===== config.mk =====
export PLATFORM = sky130hd
export DESIGN_NAME = json_string_unescaper_top
export DESIGN_NICKNAME = d
export VERILOG_FILES = /design/src/rtl/jsu_pkg.sv /design/src/rtl/json_string_unescaper_top.sv /design/src/rtl/jsu_decode.sv /design/src/rtl/jsu_emit.sv
export SDC_FILE = /design/constraint.sdc
export NUM_CORES = 1
export LEC_CHECK = 0
export BUFFER_PORTS_ARGS = -buffer_cell sky130_fd_sc_hd__clkbuf_2
export CORE_ASPECT_RATIO = 2
export CORE_UTILIZATION = 41
export DETAILED_ROUTE_END_ITERATION = 16
export PLACE_DENSITY = 0.7
export SLEW_MARGIN = 10
export SYNTH_ARGS = -nofsm -noshare
export SYNTH_HDL_FRONTEND = slang
export SYNTH_HIERARCHICAL = 1
export SYNTH_SLANG_ARGS = --single-unit

===== constraint.sdc =====
create_clock -name clk -period 2.25 [get_ports clk]
set_input_delay 0.225 -clock clk [delete_from_list [all_inputs] [get_ports clk]]
set_output_delay 0.225 -clock clk [all_outputs]
set_load 0.05 [all_outputs]

===== src/rtl/jsu_pkg.sv =====
`default_nettype none

package jsu_pkg;

    // Result status codes.
    localparam logic [1:0] ST_BYTE  = 2'd0;
    localparam logic [1:0] ST_DONE  = 2'd1;
    localparam logic [1:0] ST_ERROR = 2'd2;

    // Most results that one request can produce (a three-byte UTF-8 sequence).
    localparam int unsigned MAX_RESULTS = 3;

    // Result bundle handed from the decoder to the result buffer.
    typedef struct packed {
        logic [1:0]                     count;
        logic [1:0]                     status;
        logic [MAX_RESULTS-1:0][7:0]    bytes;
    } res_t;

endpackage

`default_nettype wire


===== src/rtl/json_string_unescaper_top.sv =====
`default_nettype none

// Channel  | Handshake            | Payload
// ---------+----------------------+--------------------------------------
// input    | in_valid / in_ready  | in_byte[7:0], end_marker
// output   | out_valid / out_ready| out_byte[7:0], status[1:0], last
//
// A request is registered on acceptance and decoded, once the buffer can
// take its results, into a small result buffer, which presents one result
// per cycle while out_ready is high. With the output ready, one request a
// cycle is sustained while each request gives at most one result; a \u
// escape of two or three UTF-8 bytes holds the input while the buffer drains.
// Reset (rst_n low, asynchronous) returns the decoder to waiting for an
// opening quote and empties both the input register and the result buffer.
// A stalled output holds the buffer, which in turn holds the input register.

module json_string_unescaper_top (
    input  wire logic        clk,
    input  wire logic        rst_n,
    input  wire logic        in_valid,
    output logic             in_ready,
    input  wire logic [7:0]  in_byte,
    input  wire logic        end_marker,
    output logic             out_valid,
    input  wire logic        out_ready,
    output logic [7:0]       out_byte,
    output logic [1:0]       status,
    output logic             last
);
    import jsu_pkg::*;

    // Input register: holds one accepted request until it is decoded.
    logic        in_valid_reg;
    logic [7:0]  byte_reg;
    logic        end_reg;

    // Decoder and result buffer handshake.
    logic        can_load;
    logic        advance;
    res_t        res;

    // A held request is decoded once the result buffer can take its
    // results; the input register refills in the same cycle.
    assign advance  = in_valid_reg && can_load;
    assign in_ready = !in_valid_reg || can_load;

    always_ff @(posedge clk or negedge rst_n)
    begin
        if (!rst_n) begin
            in_valid_reg <= 1'b0;
        end else if (in_ready) begin
            in_valid_reg <= in_valid;
        end
    end

    // Payload needs no reset; it is only looked at while marked valid.
    always_ff @(posedge clk)
    begin
        if (in_valid && in_ready) begin
            byte_reg <= in_byte;
            end_reg  <= end_marker;
        end
    end

    // Scanner state and the escape and UTF-8 decoding.
    jsu_decode u_decode (
        .clk        (clk),
        .rst_n      (rst_n),
        .advance    (advance),
        .in_byte    (byte_reg),
        .end_marker (end_reg),
        .res        (res)
    );

    // Result buffer: presents up to three results, the last one flagged.
    jsu_emit u_emit (
        .clk       (clk),
        .rst_n     (rst_n),
        .load      (advance),
        .res       (res),
        .can_load  (can_load),
        .out_valid (out_valid),
        .out_ready (out_ready),
        .out_byte  (out_byte),
        .status    (status),
        .last      (last)
    );

`ifndef SYNTHESIS
    a_no_decode_when_full: assert property (@(posedge clk) disable iff (!rst_n)
        (out_valid && !last) |-> !advance)
        else $error("request decoded while the buffer still had results");
`endif

endmodule

`default_nettype wire


===== src/rtl/jsu_decode.sv =====
`default_nettype none

module jsu_decode (
    input  wire logic          clk,
    input  wire logic          rst_n,
    input  wire logic          advance,
    input  wire logic [7:0]    in_byte,
    input  wire logic          end_marker,
    output jsu_pkg::res_t      res
);
    import jsu_pkg::*;

    typedef enum logic [6:0] {
        MODE_WAIT = 7'b0000001,
        MODE_BODY = 7'b0000010,
        MODE_ESC  = 7'b0000100,
        MODE_HEX1 = 7'b0001000,
        MODE_HEX2 = 7'b0010000,
        MODE_HEX3 = 7'b0100000,
        MODE_HEX4 = 7'b1000000
    } mode_t;

    localparam logic [7:0] CH_QUOTE  = 8'h22;
    localparam logic [7:0] CH_BSLASH = 8'h5C;
    localparam logic [7:0] CH_SLASH  = 8'h2F;
    localparam logic [7:0] CH_B      = 8'h62;
    localparam logic [7:0] CH_F      = 8'h66;
    localparam logic [7:0] CH_N      = 8'h6E;
    localparam logic [7:0] CH_R      = 8'h72;
    localparam logic [7:0] CH_T      = 8'h74;
    localparam logic [7:0] CH_U      = 8'h75;

    mode_t        mode_reg, mode_next;
    logic [15:0]  cp_reg, cp_next;
    logic [4:0]   hex;
    logic [15:0]  cp_shift;

    // Returns {valid, value} for one ASCII hex digit.
    function automatic logic [4:0] hex_value(input logic [7:0] c);
        logic [4:0] r;
        r = 5'd0;
        if (c >= 8'h30 && c <= 8'h39) begin
            r = {1'b1, 4'(c - 8'h30)};
        end else if (c >= 8'h61 && c <= 8'h66) begin
            r = {1'b1, 4'(c - 8'h57)};
        end else if (c >= 8'h41 && c <= 8'h46) begin
            r = {1'b1, 4'(c - 8'h37)};
        end
        return r;
    endfunction

    assign hex      = hex_value(in_byte);
    assign cp_shift = {cp_reg[11:0], hex[3:0]};

    always_comb
    begin
        mode_next  = mode_reg;
        cp_next    = cp_reg;
        res.count  = 2'd0;
        res.status = ST_BYTE;
        res.bytes  = '0;

        case (mode_reg)
            MODE_WAIT:
            begin
                if (!end_marker && in_byte == CH_QUOTE) begin
                    mode_next = MODE_BODY;
                    cp_next   = 16'd0;
                end
            end
            MODE_BODY:
            begin
                if (end_marker) begin
                    res.count = 2'd1;
                    res.status = ST_ERROR;
                    mode_next = MODE_WAIT;
                    cp_next = 16'd0;
                end else if (in_byte == CH_QUOTE) begin
                    res.count = 2'd1;
                    res.status = ST_DONE;
                    mode_next = MODE_WAIT;
                    cp_next = 16'd0;
                end else if (in_byte == CH_BSLASH) begin
                    mode_next = MODE_ESC;
                end else begin
                    res.count = 2'd1;
                    res.bytes[0] = in_byte;
                end
            end
            MODE_ESC:
            begin
                res.count = 2'd1;
                mode_next = MODE_BODY;
                if (end_marker) begin
                    res.status = ST_ERROR;
                    mode_next = MODE_WAIT;
                    cp_next = 16'd0;
                end else begin
                    case (in_byte)
                        CH_QUOTE, CH_BSLASH, CH_SLASH: res.bytes[0] = in_byte;
                        CH_B: res.bytes[0] = 8'h08;
                        CH_F: res.bytes[0] = 8'h0C;
                        CH_N: res.bytes[0] = 8'h0A;
                        CH_R: res.bytes[0] = 8'h0D;
                        CH_T: res.bytes[0] = 8'h09;
                        CH_U:
                        begin
                            res.count = 2'd0;
                            mode_next = MODE_HEX1;
                            cp_next = 16'd0;
                        end
                        default:
                        begin
                            res.status = ST_ERROR;
                            mode_next = MODE_WAIT;
                            cp_next = 16'd0;
                        end
                    endcase
                end
            end
            MODE_HEX1, MODE_HEX2, MODE_HEX3, MODE_HEX4:
            begin
                if (end_marker || !hex[4]) begin
                    res.count = 2'd1;
                    res.status = ST_ERROR;
                    mode_next = MODE_WAIT;
                    cp_next = 16'd0;
                end else begin
                    cp_next = cp_shift;
                    case (mode_reg)
                        MODE_HEX1: mode_next = MODE_HEX2;
                        MODE_HEX2: mode_next = MODE_HEX3;
                        MODE_HEX3: mode_next = MODE_HEX4;
                        default:   mode_next = MODE_BODY;
                    endcase
                    if (mode_reg == MODE_HEX4) begin
                        // Encode the gathered code point as UTF-8.
                        if (cp_shift[15:7] == 9'd0) begin
                            res.count = 2'd1;
                            res.bytes[0] = cp_shift[7:0];
                        end else if (cp_shift[15:11] == 5'd0) begin
                            res.count = 2'd2;
                            res.bytes[0] = {3'b110, cp_shift[10:6]};
                            res.bytes[1] = {2'b10, cp_shift[5:0]};
                        end else begin
                            res.count = 2'd3;
                            res.bytes[0] = {4'b1110, cp_shift[15:12]};
                            res.bytes[1] = {2'b10, cp_shift[11:6]};
                            res.bytes[2] = {2'b10, cp_shift[5:0]};
                        end
                    end
                end
            end
            default:
            begin
                mode_next = MODE_WAIT;
                cp_next   = 16'd0;
            end
        endcase
    end

    always_ff @(posedge clk or negedge rst_n)
    begin
        if (!rst_n) begin
            mode_reg <= MODE_WAIT;
            cp_reg   <= 16'd0;
        end else if (advance) begin
            mode_reg <= mode_next;
            cp_reg   <= cp_next;
        end
    end

`ifndef SYNTHESIS
    a_wait_cp_clear: assert property (@(posedge clk) disable iff (!rst_n)
        (mode_reg == MODE_WAIT) |-> (cp_reg == 16'd0))
        else $error("code point not cleared while waiting");
    a_hex4_to_body: assert property (@(posedge clk) disable iff (!rst_n)
        (advance && mode_reg == MODE_HEX4 && res.status == ST_BYTE)
            |=> (mode_reg == MODE_BODY))
        else $error("fourth hex digit did not return to string body");
`endif

endmodule

`default_nettype wire


===== src/rtl/jsu_emit.sv =====
`default_nettype none

module jsu_emit (
    input  wire logic          clk,
    input  wire logic          rst_n,
    input  wire logic          load,
    input  jsu_pkg::res_t      res,
    output logic               can_load,
    output logic               out_valid,
    input  wire logic          out_ready,
    output logic [7:0]         out_byte,
    output logic [1:0]         status,
    output logic               last
);
    import jsu_pkg::*;

    logic [1:0]                   count_reg, count_next;
    logic [1:0]                   status_reg, status_next;
    logic [MAX_RESULTS-1:0][7:0]  buf_reg, buf_next;
    logic                         pop;

    assign out_valid = (count_reg != 2'd0);
    assign pop       = out_valid && out_ready;
    assign can_load  = (count_reg == 2'd0) || (count_reg == 2'd1 && out_ready);
    assign out_byte  = buf_reg[0];
    assign status    = status_reg;
    assign last      = (count_reg == 2'd1);

    always_comb
    begin
        count_next  = count_reg;
        status_next = status_reg;
        buf_next    = buf_reg;
        if (load) begin
            count_next  = res.count;
            status_next = res.status;
            buf_next    = res.bytes;
        end else if (pop) begin
            count_next = count_reg - 2'd1;
            buf_next   = {8'd0, buf_reg[MAX_RESULTS-1:1]};
        end
    end

    always_ff @(posedge clk or negedge rst_n)
    begin
        if (!rst_n) begin
            count_reg <= 2'd0;
        end else begin
            count_reg <= count_next;
        end
    end

    always_ff @(posedge clk)
    begin
        status_reg <= status_next;
        buf_reg    <= buf_next;
    end

`ifndef SYNTHESIS
    a_single_status: assert property (@(posedge clk) disable iff (!rst_n)
        (out_valid && status_reg != ST_BYTE) |-> (count_reg == 2'd1))
        else $error("done or error result is not a single result");
    a_status_byte_zero: assert property (@(posedge clk) disable iff (!rst_n)
        (out_valid && status_reg != ST_BYTE) |-> (out_byte == 8'd0))
        else $error("done or error result carries a non-zero byte");
`endif

endmodule

`default_nettype wire


# --- After elaboration in Yosys (flattened, before gate mapping) ---
# Index checks and enable logic that the tools add are counted.
totals:
  mem_bits_rw: 0
  latch_bits: 0
  regBits: 57
  mem_count: 0
  rom_bits: 0
  elab_cells: 116
  in_bits: 13
  output_inout_bits: 13
op_classes:
  reduce_logical: 25
  n_mul: 0
  muxes: 50
  n_bitwise: 0
  n_lt_le_gt_ge: 6
  eq_ne: 21
  shifts: 0
  addsub: 4
  div: 0
ops:
  columns: ["operator", "count"]
  rows:
  - ["2-to-1 mux 24 bit", 4]
  - ["2-to-1 mux 12 bit", 6]
  - ["== test 8 x 7 -> 1 bit, second input constant", 7]
  - ["2-to-1 mux 8 bit", 6]
  - ["case mux 12 bit (4 select lines)", 1]
  - ["case mux 8 bit (6 select lines)", 1]
  - ["2-to-1 mux 7 bit", 6]
  - ["2-to-1 mux 16 bit", 2]
  - ["case mux 7 bit (4 select lines)", 1]
  - ["case mux 8 bit (3 select lines)", 1]
  - ["case mux 7 bit (3 select lines)", 1]
  - ["2-to-1 mux 2 bit", 9]
  - ["== test 8 x 6 -> 1 bit, second input constant", 2]
  - [">= comparator 8 x 7 -> 1 bit, second input constant", 2]
  - ["<= comparator 8 x 7 -> 1 bit, second input constant", 2]
  - ["2-to-1 mux 5 bit", 3]
  - ["2-to-1 mux 14 bit", 1]
  - ["case mux 4 bit (3 select lines)", 1]
  - ["zero test 9 bit", 1]
  - ["OR reduction 9 bit", 1]
  - [">= comparator 8 x 6 -> 1 bit, second input constant", 1]
  - ["<= comparator 8 x 6 -> 1 bit, second input constant", 1]
  - ["logical AND 1 bit", 8]
  - ["case mux 4 bit (2 select lines)", 1]
  - ["other kinds (27)", 37]

# --- Longest topological paths before layout ---
depth:
  depth_word: 11
  mapped_depth: 10
  ltp_nobuf: 9

# --- Modules after synthesis ---
# Netlist, hierarchy kept.
by_module_without_submodules:
  columns: ["module", "cells_per_inst", "seq_area_each_um2", "instances", "area_per_inst_um2"]
  rows:
  - ["jsu_decode", 259, 476.7, 1, 2048.2]
  - ["jsu_emit", 79, 830.8, 1, 1247.4]
  - ["json_string_unescaper_top", 14, 295.3, 1, 330.3]

# --- Least setup slack after synthesis ---
# No wires, ideal clock.
synth_path:
  path_type: "register to register"
  startpoint: "register byte_reg[0]"
  endpoint: "register u_decode.cp_reg[10]"
  path_stages_with_launch: 10
  t_arrival_ns: 2.432
  setup_ns: 0.079
  slack_ns: -0.261
  cell_sequence: "edfxtp_1 -> inv_1 -> ha_1 -> or3b_2 -> clkbuf_1 -> nor3_2 -> o21ai_1 -> a211oi_2 -> buf_4 -> mux2i_1"
synth_between:
  elab_chain_len: 9
  word_cells_on_any_way: 30
  cone_classes: "order compare: 6; eq/ne: 11; mux: 5; reduce/logical: 8"
synth_rtl:
  columns: ["item", "line", "text"]
  rows:
  - ["start, declared", "json_string_unescaper_top.sv:34", "logic [7:0] byte_reg;"]
  - ["start signal, assigned", "json_string_unescaper_top.sv:60", "byte_reg <= in_byte;"]
  - [">= comparator 8 x 7 -> 1 bit / <= comparator 8 x 7 -> 1 bit (equally long branches)", "jsu_decode.sv:46", "end else if (c >= 8'h41 && c <= 8'h46) begin"]
  - ["logical AND 1 bit", "jsu_decode.sv:46", null]
  - ["2-to-1 mux 5 bit", "jsu_decode.sv:46", null]
  - ["2-to-1 mux 5 bit", "jsu_decode.sv:44", "end else if (c >= 8'h61 && c <= 8'h66) begin"]
  - ["2-to-1 mux 5 bit", "jsu_decode.sv:42", "if (c >= 8'h30 && c <= 8'h39) begin"]
  - ["zero test 1 bit", "jsu_decode.sv:123", "if (end_marker || !hex[4]) begin"]
  - ["logical OR 1 bit", "jsu_decode.sv:123", null]
  - ["2-to-1 mux 12 bit", "jsu_decode.sv:123", null]
  - ["case mux 12 bit (4 select lines)", "jsu_decode.sv:63", "case (mode_reg)"]
  - ["end signal, assigned", "jsu_decode.sv:169", "cp_reg <= cp_next;"]
  - ["end, declared", "jsu_decode.sv:34", "logic [15:0] cp_reg, cp_next;"]
# Several ways; a longest one is shown, not always the timed one.
# A chain may end at the register's enable or synchronous reset.

==> impl_metrics.ini <==
[final_layout]
final.fill_count = 729
area_growth_pct = 42.7
post_route_cells_drive_above_1_share_pct = 48.5
largest_register_ffs = 16
antenna_cells_inserted = 0
layout.core_utilization_pct = 60.2
post-route-cell-area_um2 = 5170
fin_nets = 479

[setup_path]
crit_arrival_ns = 2.66
timing.reg2reg.setup_slack_ns = -0.21
worst-endpoint-required_ns = 2.46
path_common_cell = o211ai_1
crit_chain = or4b_4, or3_4, a211oi_4, buf_4, o211ai_1, o211ai_1, mux2_4
max_stage_delay_ns = 0.56
timing.reg2reg.worst_path_depth = 7
timing.critical_path.slowest_stage_cell = or4b_4
timing.critical_path.from_type = flop
reg2reg_from = byte_reg[3]$_DFFE_PP_
worstPathMaxFanout = 4
timing.setup.critical_path_class = flop to flop
worst_setup_path_end_kind = flop
crit-reg2reg-capture = u_emit/out_byte[2]$_DFFE_PP_

[worst_hold_path]
path_class_of_the_lowest_slack_min_delay_path = input port to flop
hp-start = in_byte[6]
min_delay_path_depth = 1
worst_hold_path.endpoint = byte_reg[6]$_DFFE_PP_

[detailed_routing]
num_vias = 3209
wl_um = 11200
drt-wirelength-per-cell_um = 19.8
drt-vias-per-instance = 5.69
route.layer.met1.wl_um = 3750
met3_length_um = 464
drc = 0
dr.pass1.iters = 4
detailedRoute.firstIterationViolations = 226
antenna_violation_net_count_after_detailed_routing = 0
highest-signal-layer = met4
detailroute.wirelength.met2_um = 6120

[yosys]
synth_enable_flop_cells = 35
synth_flop_cell = edfxtp_1
synthDistinctLibCells = 73
synth_area_leader = edfxtp_1
netlist_area_um2 = 3630
share_of_flip_flops_with_an_asynchronous_set_or_reset_pct = 38.6
synthesized_instance_count = 352
synth.top_cell.area_share_pct = 29.0
yosys_register_bits = 57
synth_top_cells_by_area = edfxtp_1 (29%), dfrtp_1 (14%), mux2_2 (5.0%), mux2i_1 (3.9%), nand2_1 (2.9%)
synthesis.area_per_instance_um2 = 10.3
ys_seq_area_share_pct = 44.2
ys.warnings.count = 6

[clock_network]
cts-htree-levels = 3
skew_pair_late_insertion_delay_ns = 0.33
worst_setup_hold_path_clk_slew_ns = 0.05
clock_path_buffers = 2
buffer_type_at_the_clock_tree_root = clkbuf_16
cts_inserted_buffers = 9
cts_tree = yes
cts.sink_count = 57

[timing]
max_clock_freq_ghz = 0.407
setup_repair_after_global_routing_missed_its_margin = yes
finalSetupViolCount = 37
final_hold_viol_count = 0
timing.final.max_slew_violations = 0
timing.setup.tns_ns = -3.29
final_min_period_over_clock_period_pct = 109
final_critical_path_setup_slack_ns = -0.206
worst_slew_pin_slew_ns = 0.641
worst_clock_skew_ns = 0.00713
max_slew_margin_pct = 57.0
finalWorstPathRequiredPeriod_ns = 2.46

[floorplanning]
floorplan.initialDensity_pct = 42.2
rows = 48
design.die.area_um2 = 9250
die_x_um = 68.5
fp.coreArea_um2 = 8590
floorplan.die.height_um = 135
i_o_pins = 26

[grt]
global_route_wire_length_before_repair_um = 16800
global_route.usage.total_pct = 26.1
grt_pass1_vias = 3391
largest_net_degree_at_the_start_of_global_routing = 34
grt_antenna_before_repair = 0
globalRoute.totalOverflow = 0

[power]
power_mw = 5.33
max-vdd-ir-drop_mv = 0.765
power_leakage_nw = 2.10
power_density_nw_per_um2 = 1030

[place]
post-place-ws_ns = -0.276
place_area_um2 = 4400
detailed_place_hpwl_um = 8230
finalWeightedCongestion = 0.972
io_buffer_count = 25

[run_status]
result_of_the_run = finished with violations
violations_in_the_final_reports = setup timing

[job]
cap_violations = 0
-- worst max path at each step --
stage               slack (ns)                  start                              to  cells after the start
floorplan               -0.008  byte_reg[0]$_DFFE_PP_    u_emit/out_byte[1]$_DFFE_PP_                      9
global route             -0.29  byte_reg[3]$_DFFE_PP_    u_emit/out_byte[2]$_DFFE_PP_                      7
detailed placement       -0.28  byte_reg[3]$_DFFE_PP_    u_emit/out_byte[1]$_DFFE_PP_                      6
finish                   -0.21  byte_reg[3]$_DFFE_PP_    u_emit/out_byte[2]$_DFFE_PP_                      7
CTS                      -0.13  byte_reg[1]$_DFFE_PP_  u_decode/cp_reg[1]$_DFFE_PN0P_                     10
global placement         -0.26  byte_reg[3]$_DFFE_PP_    u_emit/out_byte[1]$_DFFE_PP_                      6
-- stage by stage --
step           instances  hold slack [ns]
2_1_floorplan        353          -0.0706
6_report             564           0.0696
5_1_grt              564           0.0598
3_3_place_gp         529            0.247
3_5_place_dp         529            0.253
4_1_cts              556           0.0607
-- cells in the final DEF, fill, tap and decap left out, types with 3 or more instances in the layout --
master,n
nand2b_1,5
nor2_4,6
o21a_1,5
a21o_1,3
and2_4,4
o21ai_1,5
nor3_4,3
nand4_1,3
ha_2,3
nor4_2,3
nor2_1,13
nor3b_1,3
inv_1,17
mux2i_1,14
a21oi_2,3
o21ai_0,8
nor3_1,3
a21oi_1,12
o211ai_1,6
mux2_4,9
buf_6,10
nand3b_1,4
o21ai_2,8
clkbuf_16,9
nand3_1,5
and2_1,6
nand2_1,25
clkbuf_2,25
mux2_2,9
or4b_1,3
edfxtp_1,35
and3_1,4
dfrtp_1,20
buf_4,84
-- cells in the mapped netlist (3+ instances only) --
cell       number
o21ai_0        14
a21oi_1        15
buf_4          12
mux2i_1        14
a22oi_1         3
clkbuf_1        7
dfrtp_1        21
and3_1          5
mux2_2         16
and2_1         10
nor3b_1         4
a211o_1         3
a21o_1          3
nand2_1        28
nor4_1          5
or3_1           4
a211oi_1        4
nor3_1          6
buf_2           4
o21a_1          6
ha_1            7
nand3b_1        4
nand2b_1        5
o21ai_1         5
inv_1          20
o2111ai_1       3
o211ai_1        6
nand3_1         5
edfxtp_1       35
nand4_1         3
nor2_1         20
or4b_1          4
-- critical path, delay by kind of cell, from the launching register on --
| family | cells | cell delay, ns |
|---|---|---|
| flip-flops | 1 | 0.40 |
| AO/OA/AOI/OAI | 3 | 0.59 |
| AND/OR/NAND/NOR | 2 | 0.95 |
| buffers and inverters | 1 | 0.17 |
| multiplexers | 1 | 0.20 |
-- metal layers --
layer,global-route usage [%],vias to the layer above
met5,0,-
met3,7.60,61
li1,-,1518
met2,46.0,100
met1,23.0,1530
met4,20.7,0
-- power by group --
part | internal [mW] | switching, mW | total [mW]
Combinational | 0.952 | 1.41 | 2.36
Clock | 0.847 | 0.468 | 1.31
Sequential | 1.53 | 0.120 | 1.65
-- logic make-up (layout without fill, tap and decap cells) --
group | after synthesis | in the layout | synth area share, %
simple gates | 119 | 120 | 19.1
compound gates | 86 | 86 | 17.5
flops | 57 | 57 | 44.2
buf+inv | 48 | 158 | 6.76
mux | 32 | 32 | 9.45
fa+ha+maj | 7 | 7 | 2.42
xor+xnor | 2 | 2 | 0.483
other cells | 1 | 2 | 0.103
-- repair_timing --
item                                   CTS  global route
setup endpoints to repair               66            56
buffers inserted                         9             8
resized for setup                       36            45
endpoints found under the hold margin   21             0
pin swaps                               18            11
gates cloned                             1             0
hold buffers                             1             0
-- final cells by class --
| cell class | instances | area [um^2] | area share [%] |
|---|---|---|---|
| clock buffers | 10 | 229 | 4.43 |
| clock inverters | 6 | 58.8 | 1.14 |
| inverters | 21 | 85.1 | 1.64 |
| multi-input cells | 249 | 2170 | 42.0 |
| flip-flops and latches | 57 | 1600 | 31.0 |
| well taps | 100 | 125 | 2.42 |
| repair buffers | 121 | 898 | 17.4 |
(Power assumes the default switching activity.)
